## src/hdl/divided_slot_bitmap_allocator_defines.svh

```systemverilog
// Assertion helpers for the slot allocator.
// Each expects clk_i and rst_ni in scope at the point of use.
`ifndef DIVIDED_SLOT_BITMAP_ALLOCATOR_DEFINES_SVH
`define DIVIDED_SLOT_BITMAP_ALLOCATOR_DEFINES_SVH

// Consequent must hold in the same cycle as the antecedent.
`define DSBA_ASSERT_NOW(name, ante, cons, msg) \
  name: assert property (@(posedge clk_i) disable iff (!rst_ni) (ante) |-> (cons)) \
    else $error(msg);

// Consequent must hold in the cycle after the antecedent.
`define DSBA_ASSERT_NEXT(name, ante, cons, msg) \
  name: assert property (@(posedge clk_i) disable iff (!rst_ni) (ante) |=> (cons)) \
    else $error(msg);

`endif

```

## src/hdl/dsba_pkg.sv

```systemverilog
`default_nettype none
package dsba_pkg;

  localparam int NUM_DIVISIONS    = 8;
  localparam int DIVISION_SLOTS   = 64;
  localparam int EXTRA_LAST_SLOTS = 2;
  localparam int TOTAL_SLOTS      = NUM_DIVISIONS * DIVISION_SLOTS + EXTRA_LAST_SLOTS;

  // port width of a slot number
  localparam int SLOT_W  = 10;
  // internal slot number width
  localparam int INT_W   = $clog2(TOTAL_SLOTS + 1);
  localparam int CNT_W   = $clog2(DIVISION_SLOTS + EXTRA_LAST_SLOTS + 1);
  localparam int DIV_W   = (NUM_DIVISIONS > 1) ? $clog2(NUM_DIVISIONS) : 1;

  // bitmap storage: one word holds WORD_W used bits
  localparam int WORD_W    = 32;
  localparam int BIT_W     = $clog2(WORD_W);
  localparam int NUM_WORDS = (TOTAL_SLOTS + WORD_W - 1) / WORD_W;
  localparam int WADDR_W   = (NUM_WORDS > 1) ? $clog2(NUM_WORDS) : 1;

  typedef enum logic [1:0] {
    ST_OK     = 2'd0,
    ST_NONE   = 2'd1,
    ST_DOUBLE = 2'd2,
    ST_RANGE  = 2'd3
  } status_e;

  // number of slots in division d
  function automatic logic [CNT_W-1:0] division_span(input logic [DIV_W-1:0] d);
    logic [CNT_W-1:0] span;
    span = CNT_W'(DIVISION_SLOTS);
    if (d == DIV_W'(NUM_DIVISIONS - 1)) begin
      span = CNT_W'(DIVISION_SLOTS + EXTRA_LAST_SLOTS);
    end
    return span;
  endfunction

endpackage
`default_nettype wire

```

## src/hdl/divided_slot_bitmap_allocator.sv

```systemverilog
`default_nettype none
// Backing-store slot allocator with a used-bit bitmap and per-division free counts.
//
// Command channel: drive mode_i/slot_index_i with start high; the word is taken
// on the rising edge where busy is low. mode_i=0 allocates, mode_i=1 releases
// slot_index_i. Every command yields exactly one result word on slot_out_o,
// status_o and writer_wake_o, shown for one cycle while done_o is high. The
// receiver cannot stall: sample the result in that cycle or lose it.
//
// Allocate: a scan walks the eight division counts through one compare unit,
// one count per cycle; if a count is non-zero, the bitmap RAM is then read one
// 32-bit word per cycle until a free bit turns up in the chosen division or its
// words run out (at most two words, three for the last division). The next start
// is taken in the done cycle. The count scan and the single RAM read port set the
// cost of an allocate.
// Release: one RAM read, then the update; a slot that is already free is reported
// with ST_DOUBLE and left as it is. An out-of-range release shows done_o right
// after the accept edge, without touching the RAM.
//
// Reset clears the row-valid flags (every slot reads free at once) and loads
// the division counts; no clearing pass is needed, a start may follow at once.
`include "divided_slot_bitmap_allocator_defines.svh"
module divided_slot_bitmap_allocator (
  input  logic                        clk_i,
  input  logic                        rst_ni,
  input  logic                        start,
  output logic                        busy,
  input  logic                        mode_i,
  input  logic [dsba_pkg::SLOT_W-1:0] slot_index_i,
  output logic                        done_o,
  output logic [dsba_pkg::SLOT_W-1:0] slot_out_o,
  output logic [1:0]                  status_o,
  output logic                        writer_wake_o
);
  import dsba_pkg::*;

  typedef enum logic [1:0] {
    S_IDLE,
    S_SCAN,
    S_ACHK,
    S_RCHK
  } state_e;

  state_e               state_q, state_d;
  logic [INT_W-1:0]     idx_q, idx_d;
  logic [DIV_W-1:0]     scan_q, scan_d;
  logic [DIV_W-1:0]     best_div_q, best_div_d;
  logic [CNT_W-1:0]     best_cnt_q, best_cnt_d;
  logic [INT_W-1:0]     first_q, first_d;
  logic [INT_W-1:0]     last_q, last_d;
  logic [WADDR_W-1:0]   waddr_q, waddr_d;
  logic [CNT_W-1:0]     count_q [NUM_DIVISIONS];
  logic [CNT_W-1:0]     count_d [NUM_DIVISIONS];
  logic                 row_valid_q [NUM_WORDS];
  logic                 rvalid_q;
  logic                 done_q, done_d;
  logic [SLOT_W-1:0]    slot_q, slot_d;
  status_e              status_q, status_d;
  logic                 wake_q, wake_d;

  // bitmap RAM
  logic [WORD_W-1:0]    mem [NUM_WORDS];
  logic [WORD_W-1:0]    rdata_q;
  logic                 mem_we;
  logic [WORD_W-1:0]    mem_wdata;

  // shared datapath
  logic [CNT_W-1:0]     cnt_rd;
  logic                 take;
  logic [DIV_W-1:0]     pick_div;
  logic [CNT_W-1:0]     pick_cnt;
  logic [INT_W-1:0]     pick_first;
  logic [WORD_W-1:0]    word_eff;
  logic [BIT_W-1:0]     lo_bit, hi_bit;
  logic [WORD_W-1:0]    bit_mask, free_bits;
  logic                 found;
  logic [BIT_W-1:0]     found_bit;
  logic [DIV_W-1:0]     rel_div;

  assign cnt_rd     = count_q[scan_q];
  assign take       = (best_cnt_q <= cnt_rd);
  assign pick_div   = take ? scan_q : best_div_q;
  assign pick_cnt   = take ? cnt_rd : best_cnt_q;
  assign pick_first = INT_W'(32'(pick_div) * DIVISION_SLOTS);
  assign word_eff   = rvalid_q ? rdata_q : '0;

  // lowest free bit of the current word, inside the chosen division
  always_comb begin
    lo_bit = '0;
    hi_bit = '1;
    if (waddr_q == WADDR_W'(first_q >> BIT_W)) begin
      lo_bit = first_q[BIT_W-1:0];
    end
    if (waddr_q == WADDR_W'(last_q >> BIT_W)) begin
      hi_bit = last_q[BIT_W-1:0];
    end
    for (int p = 0; p < WORD_W; p++) begin
      bit_mask[p] = (BIT_W'(p) >= lo_bit) && (BIT_W'(p) <= hi_bit);
    end
    free_bits = ~word_eff & bit_mask;
    found     = 1'b0;
    found_bit = '0;
    for (int p = WORD_W - 1; p >= 0; p--) begin
      if (free_bits[p]) begin
        found     = 1'b1;
        found_bit = BIT_W'(p);
      end
    end
  end

  // division of a released slot; the extra slots land in the last one
  always_comb begin
    rel_div = '0;
    for (int d = 1; d < NUM_DIVISIONS; d++) begin
      if (32'(idx_q) >= 32'(d * DIVISION_SLOTS)) begin
        rel_div = DIV_W'(d);
      end
    end
  end

  always_comb begin
    state_d    = state_q;
    idx_d      = idx_q;
    scan_d     = scan_q;
    best_div_d = best_div_q;
    best_cnt_d = best_cnt_q;
    first_d    = first_q;
    last_d     = last_q;
    waddr_d    = waddr_q;
    count_d    = count_q;
    done_d     = 1'b0;
    slot_d     = slot_q;
    status_d   = status_q;
    wake_d     = 1'b0;
    mem_we     = 1'b0;
    mem_wdata  = word_eff;

    case (state_q)
      S_IDLE: begin
        if (start) begin
          if (!mode_i) begin
            // allocate: walk the counts first
            scan_d     = '0;
            best_div_d = '0;
            best_cnt_d = '0;
            state_d    = S_SCAN;
          end else if (32'(slot_index_i) >= 32'(TOTAL_SLOTS)) begin
            done_d   = 1'b1;
            slot_d   = '0;
            status_d = ST_RANGE;
          end else begin
            idx_d   = INT_W'(slot_index_i);
            waddr_d = WADDR_W'(slot_index_i >> BIT_W);
            state_d = S_RCHK;
          end
        end
      end

      S_SCAN: begin
        best_div_d = pick_div;
        best_cnt_d = pick_cnt;
        scan_d     = scan_q + DIV_W'(1);
        if (scan_q == DIV_W'(NUM_DIVISIONS - 1)) begin
          if (pick_cnt == '0) begin
            done_d   = 1'b1;
            slot_d   = '0;
            status_d = ST_NONE;
            state_d  = S_IDLE;
          end else begin
            first_d = pick_first;
            last_d  = pick_first + INT_W'(division_span(pick_div)) - INT_W'(1);
            waddr_d = WADDR_W'(pick_first >> BIT_W);
            state_d = S_ACHK;
          end
        end
      end

      S_ACHK: begin
        if (found) begin
          mem_we     = 1'b1;
          mem_wdata  = word_eff | (WORD_W'(1) << found_bit);
          count_d[best_div_q] = count_q[best_div_q] - CNT_W'(1);
          done_d     = 1'b1;
          slot_d     = SLOT_W'(INT_W'({waddr_q, found_bit}));
          status_d   = ST_OK;
          state_d    = S_IDLE;
        end else if (waddr_q == WADDR_W'(last_q >> BIT_W)) begin
          // count claimed a free slot the bitmap does not have
          done_d   = 1'b1;
          slot_d   = '0;
          status_d = ST_NONE;
          state_d  = S_IDLE;
        end else begin
          waddr_d = waddr_q + WADDR_W'(1);
        end
      end

      S_RCHK: begin
        done_d  = 1'b1;
        slot_d  = '0;
        state_d = S_IDLE;
        if (!word_eff[idx_q[BIT_W-1:0]]) begin
          status_d = ST_DOUBLE;
        end else begin
          mem_we    = 1'b1;
          mem_wdata = word_eff & ~(WORD_W'(1) << idx_q[BIT_W-1:0]);
          count_d[rel_div] = count_q[rel_div] + CNT_W'(1);
          status_d  = ST_OK;
          wake_d    = 1'b1;
        end
      end

      default: begin
        state_d = S_IDLE;
      end
    endcase
  end

  always_ff @(posedge clk_i or negedge rst_ni) begin
    if (!rst_ni) begin
      state_q    <= S_IDLE;
      idx_q      <= '0;
      scan_q     <= '0;
      best_div_q <= '0;
      best_cnt_q <= '0;
      first_q    <= '0;
      last_q     <= '0;
      waddr_q    <= '0;
      rvalid_q   <= 1'b0;
      done_q     <= 1'b0;
      slot_q     <= '0;
      status_q   <= ST_OK;
      wake_q     <= 1'b0;
      for (int d = 0; d < NUM_DIVISIONS; d++) begin
        count_q[d] <= division_span(DIV_W'(d));
      end
      for (int w = 0; w < NUM_WORDS; w++) begin
        row_valid_q[w] <= 1'b0;
      end
    end else begin
      state_q    <= state_d;
      idx_q      <= idx_d;
      scan_q     <= scan_d;
      best_div_q <= best_div_d;
      best_cnt_q <= best_cnt_d;
      first_q    <= first_d;
      last_q     <= last_d;
      waddr_q    <= waddr_d;
      rvalid_q   <= row_valid_q[waddr_d];
      done_q     <= done_d;
      slot_q     <= slot_d;
      status_q   <= status_d;
      wake_q     <= wake_d;
      count_q    <= count_d;
      if (mem_we) begin
        row_valid_q[waddr_q] <= 1'b1;
      end
    end
  end

  // write at the current word, read the next word address
  always_ff @(posedge clk_i) begin
    if (mem_we) begin
      mem[waddr_q] <= mem_wdata;
    end
    rdata_q <= mem[waddr_d];
  end

  assign busy          = (state_q != S_IDLE);
  assign done_o        = done_q;
  assign slot_out_o    = slot_q;
  assign status_o      = status_q;
  assign writer_wake_o = wake_q;

  `DSBA_ASSERT_NOW(a_wake_only_ok, done_o && writer_wake_o, status_o == ST_OK && slot_out_o == '0, "wake on a failed release")
  `DSBA_ASSERT_NOW(a_fail_zero_slot, done_o && status_o != ST_OK, slot_out_o == '0 && !writer_wake_o, "failed word carries a slot")
  `DSBA_ASSERT_NOW(a_done_idle, done_o, !busy, "result shown while busy")
  `DSBA_ASSERT_NEXT(a_accept_moves, start && !busy, busy || done_o, "accepted command went nowhere")

endmodule
`default_nettype wire
```

## config.mk

```make
export PLATFORM = sky130hd
export DESIGN_NAME = divided_slot_bitmap_allocator
export DESIGN_NICKNAME = d
export VERILOG_FILES = /design/src/hdl/dsba_pkg.sv /design/src/hdl/divided_slot_bitmap_allocator.sv
export VERILOG_INCLUDE_DIRS = /design/src /design/src/hdl
export SDC_FILE = /design/constraint.sdc
export NUM_CORES = 1
export LEC_CHECK = 0
export ABC_AREA = 1
export BUFFER_PORTS_ARGS = -buffer_cell sky130_fd_sc_hd__buf_4
export CAP_MARGIN = 20
export CORE_ASPECT_RATIO = 1.4
export CORE_MARGIN = 10
export CORE_UTILIZATION = 28
export CTS_CLUSTER_SIZE = 16
export DETAILED_ROUTE_END_ITERATION = 8
export GPL_ROUTABILITY_DRIVEN = 0
export PLACE_DENSITY = 0.47
export SYNTH_ARGS = -nofsm -noshare
export SYNTH_HDL_FRONTEND = slang
export SYNTH_SLANG_ARGS = --single-unit
export TNS_END_PERCENT = 20
```

## constraint.sdc

```tcl
create_clock -name clk_i -period 3.9 [get_ports clk_i]
set_input_delay 0.585 -clock clk_i [delete_from_list [all_inputs] [get_ports clk_i]]
set_output_delay 0.585 -clock clk_i [all_outputs]
set_load 0.05 [all_outputs]
```

# Word level (Yosys, flattened, before mapping)
# Memories as Yosys holds them, arrays and structs flattened. A register that Yosys moved wholly into a read port is not among the register bits.
# Cells that the tools add are included.
# op_classes
n_addsub	6
n_mul	0
div	0
order_cmp	50
n_eq_ne	16
shifts	2
mux	161
bitwise_logic	13
reduce_logical	14
# ops
operator	n
$mux W5	40
$bwmux W56	2
$mux W56	2
$pmux W56 S2	1
$mux W7	14
$mux W32	3
$le A5 B5 Y1 const A	16
$mux W10	7
$and A32 B32 Y32	2
$not A32 Y32	2
$pmux W32 S2	1
$shl A1 B5 Y32 const A	2
$bmux W7 S3	3
$mux W1	49
$demux W7 S3	2
$ge A10 B9 Y1 const B	4
$le A4 B5 Y1 const A	8
$pmux W10 S4	1
$mux W2	16
$or A32 B32 Y32	1
$mux W3	9
$ge A10 B8 Y1 const B	2
$le A3 B5 Y1 const A	4
$or A17 B17 Y17	1
other kinds (40)	70
# totals
ff_bits	128
latchBits	0
ram_bits	544
rom_bits	0
inputBits	14
output_inout_bits	15
elab_cells	300
n_memories	1
# memory_table
name	words	word_bits	read_ports	rd_clocked_by_memory_dff	write_ports	line	rtl
mem	17	32	1	1	1	divided_slot_bitmap_allocator.sv:62	logic [WORD_W-1:0] mem [NUM_WORDS];

# Longest topological paths before layout
# logic_depth
ltp_word	42
depth_mapped	42
mapped_depth_nobuf	42

# Worst setup path before layout
# No wires, ideal clock.
# synth_timing
kind	register to register
startpoint	register scan_q[0]
endpoint	register rdata_q[26], read port of mem
setup_time_ns	0.116
t_arrival_ns	4.241
t_required_ns	3.784
path_slack_ns	-0.458
stages_incl_launch_ff	31
n_path_buf	3
period_less_slack_ns	4.358
path_cell_list	dfrtp_1 > inv_1 > clkbuf_1 > nand2_1 > a221oi_1 > a31oi_1 > ha_1 > a21oi_1 > o21ai_0 > a21oi_1 > o21bai_1 > a21oi_1 > nor2_1 > o21ai_0 > clkbuf_1 > nand2_1 > o21ai_0 > nand2_1 > nor2_1 > nand4_1 > nand2_1 > o21ai_0 > a21oi_1 > nor3_1 > a22oi_4 > inv_1 > clkbuf_1 > a211oi_1 > a21oi_1 > o21ai_1 > nand2_1
# synth_between
elab_chain_cells	10
elab_cells_between_ends	12
cone_classes	order compare: 1; eq/ne: 1; mux: 8; bitwise: 1; reduce/logical: 1
# synth_rtl
item	line	rtl
start, declared	divided_slot_bitmap_allocator.sv:46	logic [DIV_W-1:0] scan_q, scan_d;
start signal, assigned	divided_slot_bitmap_allocator.sv:243	scan_q <= scan_d;
$not A3 Y4 (not written as such)	divided_slot_bitmap_allocator.sv:80	assign cnt_rd = count_q[scan_q];
$bmux W7 S3	divided_slot_bitmap_allocator.sv:80	
$mux W7 (not written as such) (2 in a row)	divided_slot_bitmap_allocator.sv:80	
$le A7 B7 Y1	divided_slot_bitmap_allocator.sv:81	assign take = (best_cnt_q <= cnt_rd);
$mux W7	divided_slot_bitmap_allocator.sv:83	assign pick_cnt = take ? cnt_rd : best_cnt_q;
$logic_not A7 Y1	divided_slot_bitmap_allocator.sv:164	if (pick_cnt == '0) begin
$mux W5	divided_slot_bitmap_allocator.sv:164	
$mux W5 (*)	divided_slot_bitmap_allocator.sv:163	if (scan_q == DIV_W'(NUM_DIVISIONS - 1)) begin
$pmux W5 S3 (*)	divided_slot_bitmap_allocator.sv:138	case (state_q)
end, declared	divided_slot_bitmap_allocator.sv:63	logic [WORD_W-1:0] rdata_q;
# Mark *: on every way between the ends. The rest lies on a longest branch, timed or not. The select of a mux whose other input is x is not followed.
# A chain may end at the register's enable or synchronous reset.

# Final worst setup path
# layout_timing
startpoint	register scan_q[0]
endpoint	register rdata_q[24], read port of mem
# The elaborated chain is that of the path after synthesis.

==> results by group <==
Run status
  • Status: complete, but fails checks
  • Failing checks: setup timing

Global routing
  • M3 GR Usage: 0.01937
  • Met1 usage: 0.2111
  • Remaining Overflow, GRT: 0
  • Largest net degree at the start of global routing: 68
  • Initial antenna violation count: 0
  • All-Layer GR Usage: 0.1739
  • Met2 Use GR: 0.3140
  • First-pass GRT wire length: 165200 um
  • Vias in the first global route: between 20000 and 30000
  • GR peak layer: met2

Final layout
  • Ant diodes: 0
  • Register Area: roughly 0.02 mm2
  • Layout cells sized above 1: 0.2333
  • Final Core Density: 0.3746
  • Multi-input gate area: roughly 0.011 mm2
  • Syn-to-layout area delta: 32.83%
  • # nets final: roughly 3700
  • FILL cells: around 11000

Routing
  • Average vias per placed instance: approximately 5
  • Avg WL per Cell: 22.19 um
  • WL final: roughly 110000 um
  • Total number of vias: 25460
  • Residual DRC: 0
  • ANT nets after route: 0
  • Initial drt markers: around 2000
  • Drt first pass iters: 6

Die
  • Die area: between 0.1 and 0.15 mm2
  • CORE AREA: 0.1118 mm2
  • Die W: ~300 um
  • Row cnt: around 150
  • Initial Util: 0.2820
  • Die Height: between 400 and 500 um
  • I/O pin cnt: 29

Setup path
  • Crit path top cell by count: buf_6
  • Critical path class: flop to flop
  • CP Capture Type: flop
  • Crit path max fanout: 8
  • Worst endpoint required time: approximately 4.5 ns
  • Startpoint Class: flop
  • Arr. time, crit path: about 5.3 ns
  • Reg-to-Reg Start: scan_q[0]
  • Worst Setup SP: scan_q[0]
  • Worst path slowest cell: dfrtp_2
  • Crit-path max cell delay: approximately 0.46 ns

STA
  • Final Max Tran Viols: 0
  • Final period util: 1.219
  • Min Tclk post-route: approximately 4.8 ns
  • Final setup margin: -0.8543 ns
  • FMAX: ~210 MHz
  • Relative slew slack: 0.1139
  • Setup repair after global routing missed its margin: yes
  • Worst slew pin tran: 1.324 ns
  • Fin. Hold Viols: 0
  • Layout Skew: roughly 0.03 ns
  • # setup viols final: 551

Synthesis
  • Top cells by count, synth: nand2_1, edfxtp_1, nand3_1, inv_1, o21ai_0
  • Cell taking the most area after synthesis: edfxtp_1
  • Synth area leaders: edfxtp_1, nand2_1, dfrtp_1
  • Sequential area share after synthesis: 0.6367
  • Synthesized flop and latch total: 699
  • Synthesized net count: about 3200
  • Cells after synthesis: about 3200
  • Post-synth ARST share: 0.1760
  • Count of different cell masters after synthesis: 50
  • Count leader, synth: nand2_1
  • Top cell type's share of synthesized area: 0.5184
  • Main flop type after synthesis: edfxtp_1
  • Synthesized cell area: about 0.032 mm2
  • Syn_area_per_cell: about 9.9 um2
  • EDFF count, synth: between 500 and 600
  • Yosys warning total: 0

CTS
  • H-Tree Depth: 3
  • CTS tree: done
  • Clock sinks: between 600 and 700
  • Clk slew on worst S/H paths: around 0.060 ns
  • Num CTS Buffers: roughly 70
  • CTS Root Cell: clkbuf_16
  • Bufs on Longest Clock Path: 3
  • Hold Buf Count CTS: 0
  • Clock Latency Late Sink: 0.68 ns

Place
  • # port buffers: 28
  • DP Worst Slack: -1.007 ns
  • Final HPWL DP: between 70000 and 80000 um

Hold path
  • Worst Hold Class: input pin to async pin

Run
  • Max cap viols: 0

Pwr
  • Total power: between 40 and 50 mW
  • Leak Pwr: 16.90 nW
  • Cell Pwr Density: a little over 1000 mW/mm2
  • Maximum VDD drop: 454.7 uV
-- cells by family (layout without fill, tap and decap cells) --
| group | Yosys count | in the layout | share of synthesized area |
|---|---|---|---|
| compound gates | 570 | 570 | 0.1063 |
| simple gates | 1485 | 1485 | 0.1920 |
| xor+xnor | 13 | 13 | 0.003613 |
| flops | 699 | 699 | 0.6367 |
| mux | 2 | 2 | 0.0007146 |
| fa+ha+maj | 16 | 16 | 0.006352 |
| buf+inv | 399 | 918 | 0.05431 |
-- worst max-delay path: cells and delay by family, from the launching register on --
family | cells | cell delay [ns]
simple gates | 10 | 1.09
fa+ha+maj | 1 | 0.36
flops | 1 | 0.46
buf+inv | 8 | 1.05
compound gates | 13 | 1.66
-- flip-flops by register name, indices dropped and copies added, names as in the netlist --
name,cells
best_div_q,3
status_o,2
mem,544
rvalid_q,1
slot_out_o,10
scan_q,3
rdata_q,32
best_cnt_q,7
done_o,1
row_valid_q,17
idx_q,9
waddr_q,5
writer_wake_o,1
last_q,6
state_q,2
count_q,56
-- layer usage --
metal  wire [um]  up-vias
met1       46730    12570
met4        3191        0
met5           0        -
met3        5221      174
met2       59670      783
li1            -    11930
-- timing repair --
item | 4_1_cts | 5_1_grt
gates resized for setup | 118 | 157
hold endpoints to repair | 0 | 0
pin swaps | 30 | 50
gates cloned | 10 | 20
buffers inserted | 58 | 25
setup endpoints to repair | 561 | 886
-- final timing paths --
path	endpoint	slack [ns]	depth (start not counted)
setup / recovery	rdata_q[24]	-0.85	32
hold / removal	count_q[47]	0.02	1
setup reg to reg	rdata_q[24]	-0.85	32
hold reg to reg	rdata_q[17]	0.44	2
max in group asynchronous	row_valid_q[7]	2.84	2
min in group clk_i	idx_q[0]	0.16	3
-- where the power goes --
| group | leakage [nW] | internal, mW | switching [mW] |
|---|---|---|---|
| sequential | 6.86 | 9.53 | 0.639 |
| clock | 1.06 | 3.66 | 2.99 |
| combinational | 8.98 | 10.7 | 14.7 |
| total | 16.9 | 23.9 | 18.3 |
-- metrics by stage --
step                      hold WS [ns]  instances  setup TNS [ns]  instance area, um2
after global placement          0.4230       4941         -163.70               37160
after floorplan                 0.2894       3184          -1.152               31630
after global routing            0.1049       5173         -285.16               41860
final                          0.01799       5173          -76.81               41860
after CTS                      0.05179       5135          -53.04               40580
after detailed placement        0.4326       4941         -162.01               37160
-- area by class of cell --
cell class	count	share of cell area
clock buffer	93	0.04463
clock inverter	33	0.007891
inverter	242	0.02266
multi-input combinational	2086	0.2529
sequential	699	0.4794
tap	1470	0.04394
timing repair buffer	549	0.1485
timing repair inverter	1	0.0001196
-- cells in the final DEF (no fill, tap or decap), types with 10 or more instances in the layout --
cell	instances
a211oi_2	21
a21oi_1	122
a21oi_2	25
a221oi_1	14
a22o_1	13
a31oi_1	20
buf_12	104
buf_16	16
buf_4	375
buf_6	33
clkbuf_1	20
clkbuf_16	89
clkinv_1	17
dfrtp_1	112
dfxtp_1	32
edfxtp_1	544
ha_1	13
inv_1	203
inv_2	27
nand2_1	1016
nand2_2	26
nand3_1	231
nand3_2	19
nand4_1	25
nor2_1	107
nor2_4	11
nor3_1	20
o211ai_1	10
o21ai_0	134
o21ai_1	56
o22ai_1	76
or2_2	11
(Power assumes the default switching activity.)
